<file path="config.mk">
export PLATFORM = sky130hd
export DESIGN_NAME = dual_mode_tachometer_flat
export DESIGN_NICKNAME = d
export VERILOG_FILES = /design/src/rtl/tach_pkg.sv /design/src/rtl/tach_req_if.sv /design/src/rtl/tach_rsp_if.sv /design/src/rtl/tach_div.sv /design/src/rtl/dual_mode_tachometer.sv /design/src/flat_wrapper.sv
export SDC_FILE = /design/constraint.sdc
export NUM_CORES = 2
export LEC_CHECK = 0
export BUFFER_PORTS_ARGS = -buffer_cell sky130_fd_sc_hd__buf_2
export CORE_MARGIN = 2
export CORE_UTILIZATION = 48
export DETAILED_ROUTE_END_ITERATION = 6
export GPL_ROUTABILITY_DRIVEN = 0
export SYNTH_ARGS = -nofsm -noshare
export SYNTH_HDL_FRONTEND = slang
export SYNTH_HIERARCHICAL = 1
export SYNTH_SLANG_ARGS = --single-unit
</file>
<file path="constraint.sdc">
create_clock -name clock -period 28.3 [get_ports clock]
set_input_delay 5.66 -clock clock [delete_from_list [all_inputs] [get_ports clock]]
set_output_delay 5.66 -clock clock [all_outputs]
set_load 0.01 [all_outputs]
</file>
<file path="src/rtl/tach_pkg.sv">
// Shared widths, constants, register indexes and state types of the tachometer.
package tach_pkg;

   // Field widths of the sample and result transactions.
   localparam int CH_W    = 1;
   localparam int CNT_W   = 15;
   localparam int TS_W    = 48;
   localparam int RPM_W   = 20;
   localparam int TOTAL_W = 32;

   // Configuration registers.
   localparam int PPR_W      = 8;
   localparam int TMO_W      = 16;
   localparam int CSR_IDX_W  = 1;
   localparam int CSR_DATA_W = 16;

   localparam logic [CSR_IDX_W-1:0] CSR_PPR     = 1'd0;
   localparam logic [CSR_IDX_W-1:0] CSR_TIMEOUT = 1'd1;

   localparam logic [PPR_W-1:0] PPR_RESET = 8'd1;
   localparam logic [TMO_W-1:0] TMO_RESET = 16'd1000;

   // Speed arithmetic: 60 s/min * 1e6 us/s * 16 sixteenths = 960000000.
   localparam int                 SCALE_W       = 30;
   localparam logic [SCALE_W-1:0] SCALE_X16     = 30'd960000000;
   localparam logic [RPM_W-1:0]   RPM_MAX       = 20'd1048575;
   localparam logic [RPM_W-1:0]   CROSSOVER_X16 = 20'd9600;
   localparam int                 QBITS         = RPM_W;

   // Timeout limit in microseconds: up to 65535 * 1000.
   localparam int               US_W      = 10;
   localparam logic [US_W-1:0]  US_PER_MS = 10'd1000;
   localparam int               LIM_W     = 26;

   typedef enum logic [2:0] {
      ST_IDLE,
      ST_PREP,
      ST_DELTA,
      ST_DEC,
      ST_DIV,
      ST_OUT
   } tach_state_type;

   typedef enum logic [1:0] {
      DIV_IDLE,
      DIV_MUL,
      DIV_DIV,
      DIV_DONE
   } div_state_type;

endpackage

</file>
<file path="src/rtl/tach_req_if.sv">
// Sample channel: valid/ready handshake carrying one tachometer sample.
interface tach_req_if;
   import tach_pkg::*;

   logic             valid;
   logic             ready;
   logic [CH_W-1:0]  channel;
   logic [CNT_W-1:0] pulse_count;
   logic [TS_W-1:0]  timestamp_us;

   modport source (output valid, output channel, output pulse_count,
                   output timestamp_us, input ready);
   modport sink   (input valid, input channel, input pulse_count,
                   input timestamp_us, output ready);
endinterface

</file>
<file path="src/rtl/tach_rsp_if.sv">
// Result channel: valid/ready handshake carrying one speed measurement.
interface tach_rsp_if;
   import tach_pkg::*;

   logic               valid;
   logic               ready;
   logic [RPM_W-1:0]   rpm_x16;
   logic               stopped;
   logic               period_est;
   logic [TOTAL_W-1:0] pulse_tally;

   modport source (output valid, output rpm_x16, output stopped,
                   output period_est, output pulse_tally, input ready);
   modport sink   (input valid, input rpm_x16, input stopped,
                   input period_est, input pulse_tally, output ready);
endinterface

</file>
<file path="src/rtl/tach_div.sv">
// Bit-serial speed unit: shift-add products, then a restoring divide one bit a cycle.
module tach_div #(
   parameter int CW = 15,
   parameter int TW = 48
) (
   input  logic                        clock,
   input  logic                        reset,
   input  logic                        start,
   input  logic [CW-1:0]               delta,
   input  logic [TW-1:0]               gate,
   input  logic [tach_pkg::PPR_W-1:0]  ppr,
   output logic                        done,
   output logic [tach_pkg::RPM_W-1:0]  quot
);
   import tach_pkg::*;

   localparam int NW = CW + SCALE_W;
   localparam int DW = TW + PPR_W + QBITS;
   localparam int SW = (CW > QBITS) ? $clog2(CW) : $clog2(QBITS + 1);

   div_state_type    state_ff, state_in;
   logic [NW-1:0]    num_ff;
   logic [NW-1:0]    mcand_ff;
   logic [CW-1:0]    mult_ff;
   logic [DW-1:0]    den_ff;
   logic [DW-1:0]    gsh_ff;
   logic [PPR_W-1:0] ppr_ff;
   logic [SW-1:0]    step_ff;
   logic [QBITS-1:0] q_ff;
   logic             sat_ff;
   logic             ge;

   // Remainder against the shifted divisor.
   assign ge = ({{(DW-NW){1'b0}}, num_ff} >= den_ff);

   always_ff @(posedge clock) begin
      if (reset) begin
         state_ff <= DIV_IDLE;
      end else begin
         state_ff <= state_in;
      end
   end

   always_comb begin
      state_in = state_ff;
      case (state_ff)
         DIV_IDLE: begin
            if (start) state_in = DIV_MUL;
         end
         DIV_MUL: begin
            if (step_ff == '0) state_in = DIV_DIV;
         end
         DIV_DIV: begin
            if ((step_ff == SW'(QBITS) && ge) || step_ff == '0) state_in = DIV_DONE;
         end
         DIV_DONE: begin
            state_in = DIV_IDLE;
         end
         default: state_in = DIV_IDLE;
      endcase
   end

   always_ff @(posedge clock) begin
      case (state_ff)
         DIV_IDLE: begin
            if (start) begin
               num_ff   <= '0;
               mcand_ff <= NW'(SCALE_X16);
               mult_ff  <= delta;
               den_ff   <= '0;
               gsh_ff   <= {{PPR_W{1'b0}}, gate, {QBITS{1'b0}}};
               ppr_ff   <= ppr;
               step_ff  <= SW'(CW - 1);
            end
         end
         DIV_MUL: begin
            // Numerator delta*scale and divisor (gate*ppr)<<QBITS, one bit each.
            if (mult_ff[0]) num_ff <= num_ff + mcand_ff;
            if (ppr_ff[0])  den_ff <= den_ff + gsh_ff;
            mcand_ff <= mcand_ff << 1;
            gsh_ff   <= gsh_ff << 1;
            mult_ff  <= mult_ff >> 1;
            ppr_ff   <= ppr_ff >> 1;
            if (step_ff == '0) begin
               step_ff <= SW'(QBITS);
               q_ff    <= '0;
               sat_ff  <= 1'b0;
            end else begin
               step_ff <= step_ff - 1'b1;
            end
         end
         DIV_DIV: begin
            if (step_ff == SW'(QBITS)) begin
               // A quotient bit above the field means the speed saturates.
               if (ge) sat_ff <= 1'b1;
            end else begin
               if (ge) num_ff <= num_ff - den_ff[NW-1:0];
               q_ff <= {q_ff[QBITS-2:0], ge};
            end
            den_ff <= den_ff >> 1;
            if (step_ff != '0) step_ff <= step_ff - 1'b1;
         end
         default: begin
         end
      endcase
   end

   assign done = (state_ff == DIV_DONE);
   assign quot = sat_ff ? RPM_MAX : q_ff;

endmodule

</file>
<file path="src/rtl/dual_mode_tachometer.sv">
// Top level of the dual-mode tachometer: per-channel state, sequencer and result register.
//
// Each sample transaction names a channel, gives that channel's wrapping pulse-counter
// reading and a microsecond timestamp, and yields one result transaction (samples for a
// channel at or beyond CHANNELS are accepted and dropped). The pulse delta since the
// channel's previous sample is taken modulo COUNTER_MAX+1 and added to a 32-bit wrapping
// total. When no edge has been seen for the configured number of milliseconds the result
// reports stopped with speed zero. Otherwise the speed in sixteenths of RPM is
// delta*960000000/(gate*pulses per revolution), truncated and saturating at 1048575,
// where the gate is the time since the channel's previous sample; results below 600 RPM
// carry the period-estimator flag, and a period-mode sample without pulses repeats the
// last speed. The block works on one sample at a time. A sample without pulses, or one
// that reports stopped, goes from the decision state straight to the output state. A
// sample with pulses passes through the speed unit first: it forms its products by
// shift-and-add over one delta bit a cycle and then divides with one quotient bit a
// cycle, plus a saturation check. When that check already finds the quotient too large
// for the field, the division ends there. The finished result waits in an output
// register, so the next sample is accepted while the previous result is still
// waiting to be taken. Configuration registers take effect for samples accepted after
// the write.
module dual_mode_tachometer #(
   parameter int CHANNELS    = 2,
   parameter int COUNTER_MAX = 32767,
   parameter int TIME_BITS   = 48
) (
   input  logic                             clock,
   input  logic                             reset,
   tach_req_if.sink                         req_bus,
   tach_rsp_if.source                       rsp_bus,
   input  logic                             csr_we,
   input  logic [tach_pkg::CSR_IDX_W-1:0]   csr_index,
   input  logic [tach_pkg::CSR_DATA_W-1:0]  csr_wdata
);
   import tach_pkg::*;

   localparam int TW        = TIME_BITS;
   localparam int CW        = $clog2(COUNTER_MAX + 1);
   localparam int CHW       = (CHANNELS > 1) ? $clog2(CHANNELS) : 1;
   localparam int RED_W     = 24;
   localparam int RED_STEPS = 8;
   localparam logic [RED_W-1:0] MOD_RED = RED_W'(COUNTER_MAX + 1);
   localparam logic [CW:0]      MOD_CW  = (CW + 1)'(COUNTER_MAX + 1);

   // Configuration registers and the timeout expressed in microseconds.
   logic [PPR_W-1:0] ppr_ff;
   logic [TMO_W-1:0] tmo_ff;
   logic [LIM_W-1:0] limit_ff;

   // Per-channel state.
   logic [CW-1:0]      prev_count_ff  [CHANNELS];
   logic [TW-1:0]      prev_time_ff   [CHANNELS];
   logic [TW-1:0]      last_edge_ff   [CHANNELS];
   logic [TOTAL_W-1:0] pulse_total_ff [CHANNELS];
   logic [RPM_W-1:0]   held_rpm_ff    [CHANNELS];

   // Sample being worked on.
   tach_state_type   state_ff, state_in;
   logic [CHW-1:0]   idx_ff;
   logic [CNT_W-1:0] cnt_raw_ff;
   logic [TS_W-1:0]  ts_ff;
   logic [CW-1:0]    cnt_red_ff;
   logic [CW-1:0]    delta_ff;
   logic [TW-1:0]    gate_ff;
   logic [TW-1:0]    elapsed_ff;

   // Finished result, then the output register.
   logic [RPM_W-1:0]   res_rpm_ff;
   logic               res_stop_ff;
   logic               res_pmode_ff;
   logic [TOTAL_W-1:0] res_total_ff;
   logic               rsp_valid_ff;
   logic [RPM_W-1:0]   rsp_rpm_ff;
   logic               rsp_stop_ff;
   logic               rsp_pmode_ff;
   logic [TOTAL_W-1:0] rsp_total_ff;

   logic               req_take;
   logic               ch_ok;
   logic [TW-1:0]      now_w;
   logic [RED_W-1:0]   red_v;
   logic [CW:0]        diff_w;
   logic               delta_nz;
   logic               stop_w;
   logic [TOTAL_W-1:0] total_sum;
   logic               div_start;
   logic               div_done;
   logic [RPM_W-1:0]   div_quot;
   logic               out_load;

   assign req_bus.ready = (state_ff == ST_IDLE);
   assign req_take      = req_bus.valid && req_bus.ready;
   assign ch_ok         = (32'(req_bus.channel) < CHANNELS);

   // The timestamp is taken modulo 2^TIME_BITS.
   generate
      if (TW <= TS_W) begin : g_now_trim
         assign now_w = ts_ff[TW-1:0];
      end else begin : g_now_ext
         assign now_w = {{(TW-TS_W){1'b0}}, ts_ff};
      end
   endgenerate

   // Reduce the counter reading modulo COUNTER_MAX+1 by conditional subtraction of the
   // modulus scaled by decreasing powers of two; the reading is never more than
   // 2^RED_STEPS times the smallest modulus.
   always_comb begin
      red_v = {{(RED_W-CNT_W){1'b0}}, cnt_raw_ff};
      for (int k = RED_STEPS - 1; k >= 0; k--) begin
         if (red_v >= (MOD_RED << k)) red_v = red_v - (MOD_RED << k);
      end
   end

   // Counter delta with wrap-around.
   always_comb begin
      diff_w = {1'b0, cnt_red_ff} - {1'b0, prev_count_ff[idx_ff]};
      if (diff_w[CW]) diff_w = diff_w + MOD_CW;
   end

   // A sample with pulses stamps the edge time with its own timestamp, so its elapsed
   // time is zero and it is stopped only when the timeout itself is zero.
   assign delta_nz  = (delta_ff != '0);
   assign stop_w    = delta_nz ? (limit_ff == '0) : (elapsed_ff >= TW'(limit_ff));
   assign total_sum = pulse_total_ff[idx_ff] + TOTAL_W'(delta_ff);
   assign out_load  = (state_ff == ST_OUT) && (!rsp_valid_ff || rsp_bus.ready);

   always_ff @(posedge clock) begin
      if (reset) begin
         state_ff <= ST_IDLE;
      end else begin
         state_ff <= state_in;
      end
   end

   always_comb begin
      state_in  = state_ff;
      div_start = 1'b0;
      case (state_ff)
         ST_IDLE: begin
            if (req_take && ch_ok) state_in = ST_PREP;
         end
         ST_PREP: begin
            state_in = ST_DELTA;
         end
         ST_DELTA: begin
            state_in = ST_DEC;
         end
         ST_DEC: begin
            if (!stop_w && delta_nz) begin
               div_start = 1'b1;
               state_in  = ST_DIV;
            end else begin
               state_in = ST_OUT;
            end
         end
         ST_DIV: begin
            if (div_done) state_in = ST_OUT;
         end
         ST_OUT: begin
            if (out_load) state_in = ST_IDLE;
         end
         default: state_in = ST_IDLE;
      endcase
   end

   // Configuration writes.
   always_ff @(posedge clock) begin
      if (reset) begin
         ppr_ff <= PPR_RESET;
         tmo_ff <= TMO_RESET;
      end else if (csr_we) begin
         case (csr_index)
            CSR_PPR:     ppr_ff <= csr_wdata[PPR_W-1:0];
            CSR_TIMEOUT: tmo_ff <= csr_wdata[TMO_W-1:0];
            default: begin
            end
         endcase
      end
   end

   always_ff @(posedge clock) begin
      limit_ff <= LIM_W'({{(LIM_W-TMO_W){1'b0}}, tmo_ff} * LIM_W'(US_PER_MS));
   end

   // Sample datapath.
   always_ff @(posedge clock) begin
      case (state_ff)
         ST_IDLE: begin
            if (req_take) begin
               idx_ff     <= CHW'(req_bus.channel);
               cnt_raw_ff <= req_bus.pulse_count;
               ts_ff      <= req_bus.timestamp_us;
            end
         end
         ST_PREP: begin
            cnt_red_ff <= red_v[CW-1:0];
         end
         ST_DELTA: begin
            delta_ff   <= diff_w[CW-1:0];
            gate_ff    <= now_w - prev_time_ff[idx_ff];
            elapsed_ff <= now_w - last_edge_ff[idx_ff];
         end
         ST_DEC: begin
            res_total_ff <= total_sum;
            res_stop_ff  <= stop_w;
            if (stop_w) begin
               res_rpm_ff   <= '0;
               res_pmode_ff <= 1'b0;
            end else if (!delta_nz) begin
               // Period mode without pulses repeats the last speed.
               res_rpm_ff   <= held_rpm_ff[idx_ff];
               res_pmode_ff <= 1'b1;
            end
         end
         ST_DIV: begin
            if (div_done) begin
               res_rpm_ff   <= div_quot;
               res_pmode_ff <= (div_quot < CROSSOVER_X16);
            end
         end
         default: begin
         end
      endcase
   end

   // Per-channel state updates.
   always_ff @(posedge clock) begin
      if (reset) begin
         for (int i = 0; i < CHANNELS; i++) begin
            prev_count_ff[i]  <= '0;
            prev_time_ff[i]   <= '0;
            last_edge_ff[i]   <= '0;
            pulse_total_ff[i] <= '0;
            held_rpm_ff[i]    <= '0;
         end
      end else begin
         case (state_ff)
            ST_DELTA: begin
               prev_count_ff[idx_ff] <= cnt_red_ff;
               prev_time_ff[idx_ff]  <= now_w;
            end
            ST_DEC: begin
               pulse_total_ff[idx_ff] <= total_sum;
               if (delta_nz) last_edge_ff[idx_ff] <= now_w;
               if (stop_w) held_rpm_ff[idx_ff] <= '0;
            end
            ST_DIV: begin
               if (div_done) held_rpm_ff[idx_ff] <= div_quot;
            end
            default: begin
            end
         endcase
      end
   end

   // Output register: a new result loads when the register is empty or being taken.
   always_ff @(posedge clock) begin
      if (reset) begin
         rsp_valid_ff <= 1'b0;
      end else if (out_load) begin
         rsp_valid_ff <= 1'b1;
      end else if (rsp_bus.ready) begin
         rsp_valid_ff <= 1'b0;
      end
   end

   always_ff @(posedge clock) begin
      if (out_load) begin
         rsp_rpm_ff   <= res_rpm_ff;
         rsp_stop_ff  <= res_stop_ff;
         rsp_pmode_ff <= res_pmode_ff;
         rsp_total_ff <= res_total_ff;
      end
   end

   assign rsp_bus.valid       = rsp_valid_ff;
   assign rsp_bus.rpm_x16     = rsp_rpm_ff;
   assign rsp_bus.stopped     = rsp_stop_ff;
   assign rsp_bus.period_est  = rsp_pmode_ff;
   assign rsp_bus.pulse_tally = rsp_total_ff;

   tach_div #(
      .CW (CW),
      .TW (TW)
   ) u_div (
      .clock (clock),
      .reset (reset),
      .start (div_start),
      .delta (delta_ff),
      .gate  (gate_ff),
      .ppr   (ppr_ff),
      .done  (div_done),
      .quot  (div_quot)
   );

   // A result that is not taken keeps the sequencer waiting with its result.
   a_out_waits: assert property (@(posedge clock) disable iff (reset)
      (state_ff == ST_OUT && rsp_valid_ff && !rsp_bus.ready) |=> (state_ff == ST_OUT))
      else $error("result sequencer left the output state while the register was full");

   // The speed unit only finishes for a sample that is waiting on it.
   a_div_owner: assert property (@(posedge clock) disable iff (reset)
      div_done |-> (state_ff == ST_DIV))
      else $error("speed unit finished outside of a division");

   // A stopped result reports zero speed outside period mode.
   a_stop_zero: assert property (@(posedge clock) disable iff (reset)
      (rsp_bus.valid && rsp_bus.stopped) |-> (rsp_bus.rpm_x16 == '0 && !rsp_bus.period_est))
      else $error("stopped result carries a speed");

   // Frequency mode is reported only at or above the crossover speed.
   a_freq_mode: assert property (@(posedge clock) disable iff (reset)
      (rsp_bus.valid && !rsp_bus.stopped && !rsp_bus.period_est)
         |-> (rsp_bus.rpm_x16 >= CROSSOVER_X16))
      else $error("frequency-mode result below the crossover speed");

endmodule

</file>
<file path="src/flat_wrapper.sv">
// flat-port wrapper written by rule: the top's interface ports become plain ports
module dual_mode_tachometer_flat import tach_pkg::*;
#(
   parameter int CHANNELS    = 2,
   parameter int COUNTER_MAX = 32767,
   parameter int TIME_BITS   = 48
)
  (clock, reset, csr_we, csr_index, csr_wdata, req_bus_valid, req_bus_channel, req_bus_pulse_count, req_bus_timestamp_us, req_bus_ready, rsp_bus_valid, rsp_bus_rpm_x16, rsp_bus_stopped, rsp_bus_period_est, rsp_bus_pulse_tally, rsp_bus_ready);
  tach_req_if req_bus_i ();
  tach_rsp_if rsp_bus_i ();
  input  logic clock;
  input  logic reset;
  input  logic csr_we;
  input  logic [tach_pkg::CSR_IDX_W-1:0] csr_index;
  input  logic [tach_pkg::CSR_DATA_W-1:0] csr_wdata;
  input wire logic [$bits(req_bus_i.valid)-1:0] req_bus_valid;
  input wire logic [$bits(req_bus_i.channel)-1:0] req_bus_channel;
  input wire logic [$bits(req_bus_i.pulse_count)-1:0] req_bus_pulse_count;
  input wire logic [$bits(req_bus_i.timestamp_us)-1:0] req_bus_timestamp_us;
  output wire logic [$bits(req_bus_i.ready)-1:0] req_bus_ready;
  output wire logic [$bits(rsp_bus_i.valid)-1:0] rsp_bus_valid;
  output wire logic [$bits(rsp_bus_i.rpm_x16)-1:0] rsp_bus_rpm_x16;
  output wire logic [$bits(rsp_bus_i.stopped)-1:0] rsp_bus_stopped;
  output wire logic [$bits(rsp_bus_i.period_est)-1:0] rsp_bus_period_est;
  output wire logic [$bits(rsp_bus_i.pulse_tally)-1:0] rsp_bus_pulse_tally;
  input wire logic [$bits(rsp_bus_i.ready)-1:0] rsp_bus_ready;
  assign req_bus_i.valid = req_bus_valid;
  assign req_bus_i.channel = req_bus_channel;
  assign req_bus_i.pulse_count = req_bus_pulse_count;
  assign req_bus_i.timestamp_us = req_bus_timestamp_us;
  assign req_bus_ready = req_bus_i.ready;
  assign rsp_bus_valid = rsp_bus_i.valid;
  assign rsp_bus_rpm_x16 = rsp_bus_i.rpm_x16;
  assign rsp_bus_stopped = rsp_bus_i.stopped;
  assign rsp_bus_period_est = rsp_bus_i.period_est;
  assign rsp_bus_pulse_tally = rsp_bus_i.pulse_tally;
  assign rsp_bus_i.ready = rsp_bus_ready;
  dual_mode_tachometer #(.CHANNELS(CHANNELS), .COUNTER_MAX(COUNTER_MAX), .TIME_BITS(TIME_BITS)) u_core (.clock(clock), .reset(reset), .req_bus(req_bus_i), .rsp_bus(rsp_bus_i), .csr_we(csr_we), .csr_index(csr_index), .csr_wdata(csr_wdata));
endmodule
</file>
==> results by group <==
Run status
  • Result of the run: finished, final reports clean

Routing
  • DRC marker count from the first detailed-route iteration: between 2000 and 2500
  • Highest metal layer used by the detailed router: met4
  • Total wirelength of the detailed-routed design: 112000 um
  • Avg WL per Cell: roughly 18 um
  • Via count of the routed design: around 33000
  • Metal-1 WL: about 54000 um
  • Antenna Nets Post-Route: 0
  • Via density: ~5.4
  • Final routed DRC violation total: 0
  • Met3 wire length: ~4400 um
  • Detailed route wirelength on metal2: about 51000 um
  • Number of detailed-route iterations in the first pass: 5

Synthesis
  • Proportion of netlist area held by the largest area contributor: 0.504
  • Top post-synthesis cells by area: sky130_fd_sc_hd__edfxtp_1 50%, sky130_fd_sc_hd__ha_1 8.4%, sky130_fd_sc_hd__and2_1 3.9%
  • Count of yosys warnings during synthesis: 6
  • Post-synthesis area per instance: 11.7 um2
  • Cell area after synthesis: around 0.053 mm2
  • Syn Nets: ~5000
  • Number of flops mapped to enable cells by yosys: between 800 and 900
  • Distinct cell type count of the synthesized netlist: around 110
  • Share of synthesized registers carrying an async set or reset: 0
  • Largest area contributor in the synthesized netlist: sky130_fd_sc_hd__edfxtp_1
  • Number of synthesized register bits: between 900 and 1000
  • Share of synthesized area occupied by flip-flops and latches: 0.525
  • Count of mapped cells out of synthesis: 4511
  • Main synth FF type: sky130_fd_sc_hd__edfxtp_1

STA
  • Accumulated negative setup slack: 0 ns
  • Final hold violation count: 0
  • Setup repair after global routing missed its margin: no
  • Clock skew after layout: between 0.02 and 0.03 ns
  • Least-Margin Pin Slew: ~1.1 ns
  • Post-route fraction of the period consumed by the critical path: 0.282
  • Maximum clock rate: between 100 and 150 MHz
  • Worst hold slack across all endpoints: 0.401 ns
  • Slew HR: 0.259
  • Max-slew violations: 0
  • Clock period minus worst slack: 7.98 ns
  • Finish-stage setup viols: 0

Critical path
  • Cell repeated most along the worst path: sky130_fd_sc_hd__buf_4
  • Type of the setup path with the least slack: input port to register
  • Kind of end point of the critical path: register
  • Critical-path cell with the highest stage delay: sky130_fd_sc_hd__buf_4
  • Number of buffer and inverter stages on the critical path: 5
  • Top fanout value on the critical path: a little under 50
  • Family with the most delay on the worst path: buffers and inverters
  • Required @ worst endpoint: 28.61 ns
  • Crit-path max cell delay: approximately 0.53 ns
  • Cells along the critical path: buf_2 > buf_4 > nand2b_1 > or3_1 > buf_4 > nor2b_2 > buf_4 > or2_2 > buf_4
  • Worst EP arrival: a little over 8 ns
  • Element type at the critical path start: input port

Floorplan
  • Total I/O pin count: 142
  • Die outline area: between 0.1 and 0.15 mm2
  • Die outline width: approximately 330 um
  • Standard-cell rows: between 100 and 150
  • Area of the core region: 0.109 mm2
  • Die Y: around 330 um
  • Initial standard-cell utilization of the core: 0.484

GRT
  • Pin count of the biggest net entering global routing: 80
  • All-layer global routing usage: 0.201
  • Antenna violations before repair: 3
  • Residual overflow from global routing: 0
  • Via count of the first global-routing pass: about 33000
  • Global-route wire length before repair: about 180000 um

Finish
  • Ratio of cells with drive above 1 in the final layout: 0.115
  • Multi-input combinational cell area: roughly 0.023 mm2
  • Growth of design area from synthesis to finish: 10.5%
  • Antenna diode count: 0
  • Filler Cell Count: about 9400
  • Sequential cell area: between 0.02 and 0.03 mm2
  • Final #Nets: a little over 5000
  • Count of non-filler cells in the finished layout: 6141

Clocking
  • Number of H-tree levels: 3
  • Clk pin slew, worst setup/hold paths: approximately 0.060 ns
  • Clock insertion delay at the later pin of the skew report: slightly below 0.7 ns
  • CTS buffer count: about 100
  • Resized cells post-CTS: 0
  • Post-CTS Repair Setup Buffers: 0
  • Hold Buf Count CTS: 0
  • Clock net sink count: approximately 940
  • CTS tree: done
  • Master cell of the clock root buffer: sky130_fd_sc_hd__clkbuf_16
  • Bufs on Longest Clock Path: 3

Worst hold path
  • Hold crit path type: register to register

Power
  • Worst vdd ir: around 51 uV
  • Power Dens Cells: slightly above 80 mW/mm2
  • Reported leakage power: between 20 and 25 nW

Place
  • Port-buffer cells: approximately 140
  • Post-DP HPWL: 79700 um
  • Cell total after placement: 5949

Run
  • # Max-Cap Violations: 0
[placed cells by master (no fill, tap or decap), types with 53 or more instances in the layout]
| cell | n |
|---|---|
| sky130_fd_sc_hd__a21o_1 | 140 |
| sky130_fd_sc_hd__a21oi_1 | 285 |
| sky130_fd_sc_hd__and2_1 | 325 |
| sky130_fd_sc_hd__buf_2 | 141 |
| sky130_fd_sc_hd__clkbuf_16 | 103 |
| sky130_fd_sc_hd__dfxtp_1 | 53 |
| sky130_fd_sc_hd__edfxtp_1 | 883 |
| sky130_fd_sc_hd__fa_1 | 58 |
| sky130_fd_sc_hd__ha_1 | 351 |
| sky130_fd_sc_hd__inv_1 | 279 |
| sky130_fd_sc_hd__mux2_2 | 88 |
| sky130_fd_sc_hd__mux2i_1 | 148 |
| sky130_fd_sc_hd__nand2_1 | 277 |
| sky130_fd_sc_hd__nor2_1 | 297 |
| sky130_fd_sc_hd__nor3_1 | 53 |
| sky130_fd_sc_hd__o21ai_0 | 130 |
| sky130_fd_sc_hd__xnor2_1 | 167 |
| sky130_fd_sc_hd__xor2_1 | 100 |
[stage by stage]
stage                     setup slack [ns]  power (W)  utilization  cell area, um2
after global placement               19.60    0.00351        0.504           54800
after global routing                 20.18    0.00510        0.534           58100
final                                20.32    0.00479        0.534           58100
after CTS                            20.35    0.00484        0.534           58100
after detailed placement             19.61    0.00352        0.504           54800
after floorplan                      18.85    0.00314            -           52600
[Yosys cell counts (18+ instances only)]
master,n
sky130_fd_sc_hd__edfxtp_1,883
sky130_fd_sc_hd__ha_1,353
sky130_fd_sc_hd__and2_1,326
sky130_fd_sc_hd__nor2_1,303
sky130_fd_sc_hd__a21oi_1,287
sky130_fd_sc_hd__inv_1,280
sky130_fd_sc_hd__nand2_1,277
sky130_fd_sc_hd__xnor2_1,167
sky130_fd_sc_hd__mux2i_1,148
sky130_fd_sc_hd__a21o_1,140
sky130_fd_sc_hd__o21ai_0,132
sky130_fd_sc_hd__clkbuf_1,118
sky130_fd_sc_hd__xor2_1,100
sky130_fd_sc_hd__mux2_2,88
sky130_fd_sc_hd__fa_1,58
sky130_fd_sc_hd__dfxtp_1,54
sky130_fd_sc_hd__nor3_1,54
sky130_fd_sc_hd__nand2b_1,48
sky130_fd_sc_hd__o21a_1,42
sky130_fd_sc_hd__nand3_1,39
sky130_fd_sc_hd__nand4_1,39
sky130_fd_sc_hd__nor2b_1,39
sky130_fd_sc_hd__o31ai_1,39
sky130_fd_sc_hd__or2_2,37
sky130_fd_sc_hd__nor4_1,35
sky130_fd_sc_hd__o21bai_1,33
sky130_fd_sc_hd__a31oi_1,27
sky130_fd_sc_hd__a22oi_1,25
sky130_fd_sc_hd__o21ai_1,25
sky130_fd_sc_hd__buf_1,22
sky130_fd_sc_hd__a211oi_1,18
sky130_fd_sc_hd__or3_1,18
[metal layers]
layer	track usage	up-vias
met5	0	-
met4	0.0523	0
met3	0.0285	142
met2	0.317	543
met1	0.291	16000
li1	-	16700
[final timing paths]
check,startpoint,end,slack [ns],cells after the start
worst max-delay path,reset,u_core/last_edge_ff[1][2],20.32,9
worst min-delay path,u_core/cnt_raw_ff[13],u_core/cnt_red_ff[13],0.40,0
worst max register to register,register,u_core/res_total_ff[28],22.70,15
worst min register to register,u_core/cnt_raw_ff[13],u_core/cnt_red_ff[13],0.40,0
[registers in the layout (all words and copies together), names as in the netlist, 16 cells and up, named ones only]
register                    cells
u_core/elapsed_ff              48
u_core/gate_ff                 48
u_core/held_rpm_ff             40
u_core/last_edge_ff            96
u_core/limit_ff                23
u_core/now_w                   48
u_core/prev_count_ff           30
u_core/prev_time_ff            96
u_core/pulse_total_ff          64
u_core/res_rpm_ff              20
u_core/res_total_ff            32
u_core/rsp_bus.pulse_tally     32
u_core/rsp_bus.rpm_x16         20
u_core/tmo_ff                  16
u_core/u_div/den_ff            76
u_core/u_div/gsh_ff            56
u_core/u_div/mcand_ff          33
u_core/u_div/num_ff            45
u_core/u_div/q_ff              20
[logic make-up after synthesis]
family,share of synthesized area
AOI/OAI and AO/OA,0.118
xor gates and xnor gates,0.0445
adders and majority gates,0.106
buffers and inverters,0.0329
DFF,0.525
muxes,0.0470
and+or+nand+nor,0.127
[power by group]
| group | switching (W) | total, W | internal [W] |
|---|---|---|---|
| Combinational | 0.000940 | 0.00160 | 0.000661 |
| Clock | 0.000559 | 0.00129 | 0.000736 |
| Sequential | 0.000120 | 0.00190 | 0.00177 |
| Total | 0.00162 | 0.00479 | 0.00317 |
[cell type report]
| class | instances | area share |
|---|---|---|
| sequential | 937 | 0.475 |
| tap | 1414 | 0.0305 |
| timing repair buffer | 183 | 0.0176 |
| multi-input combinational | 3133 | 0.402 |
| clock buffer | 123 | 0.0457 |
| inverter | 282 | 0.0183 |
| clock inverter | 69 | 0.0106 |
(Power assumes the default switching activity.)
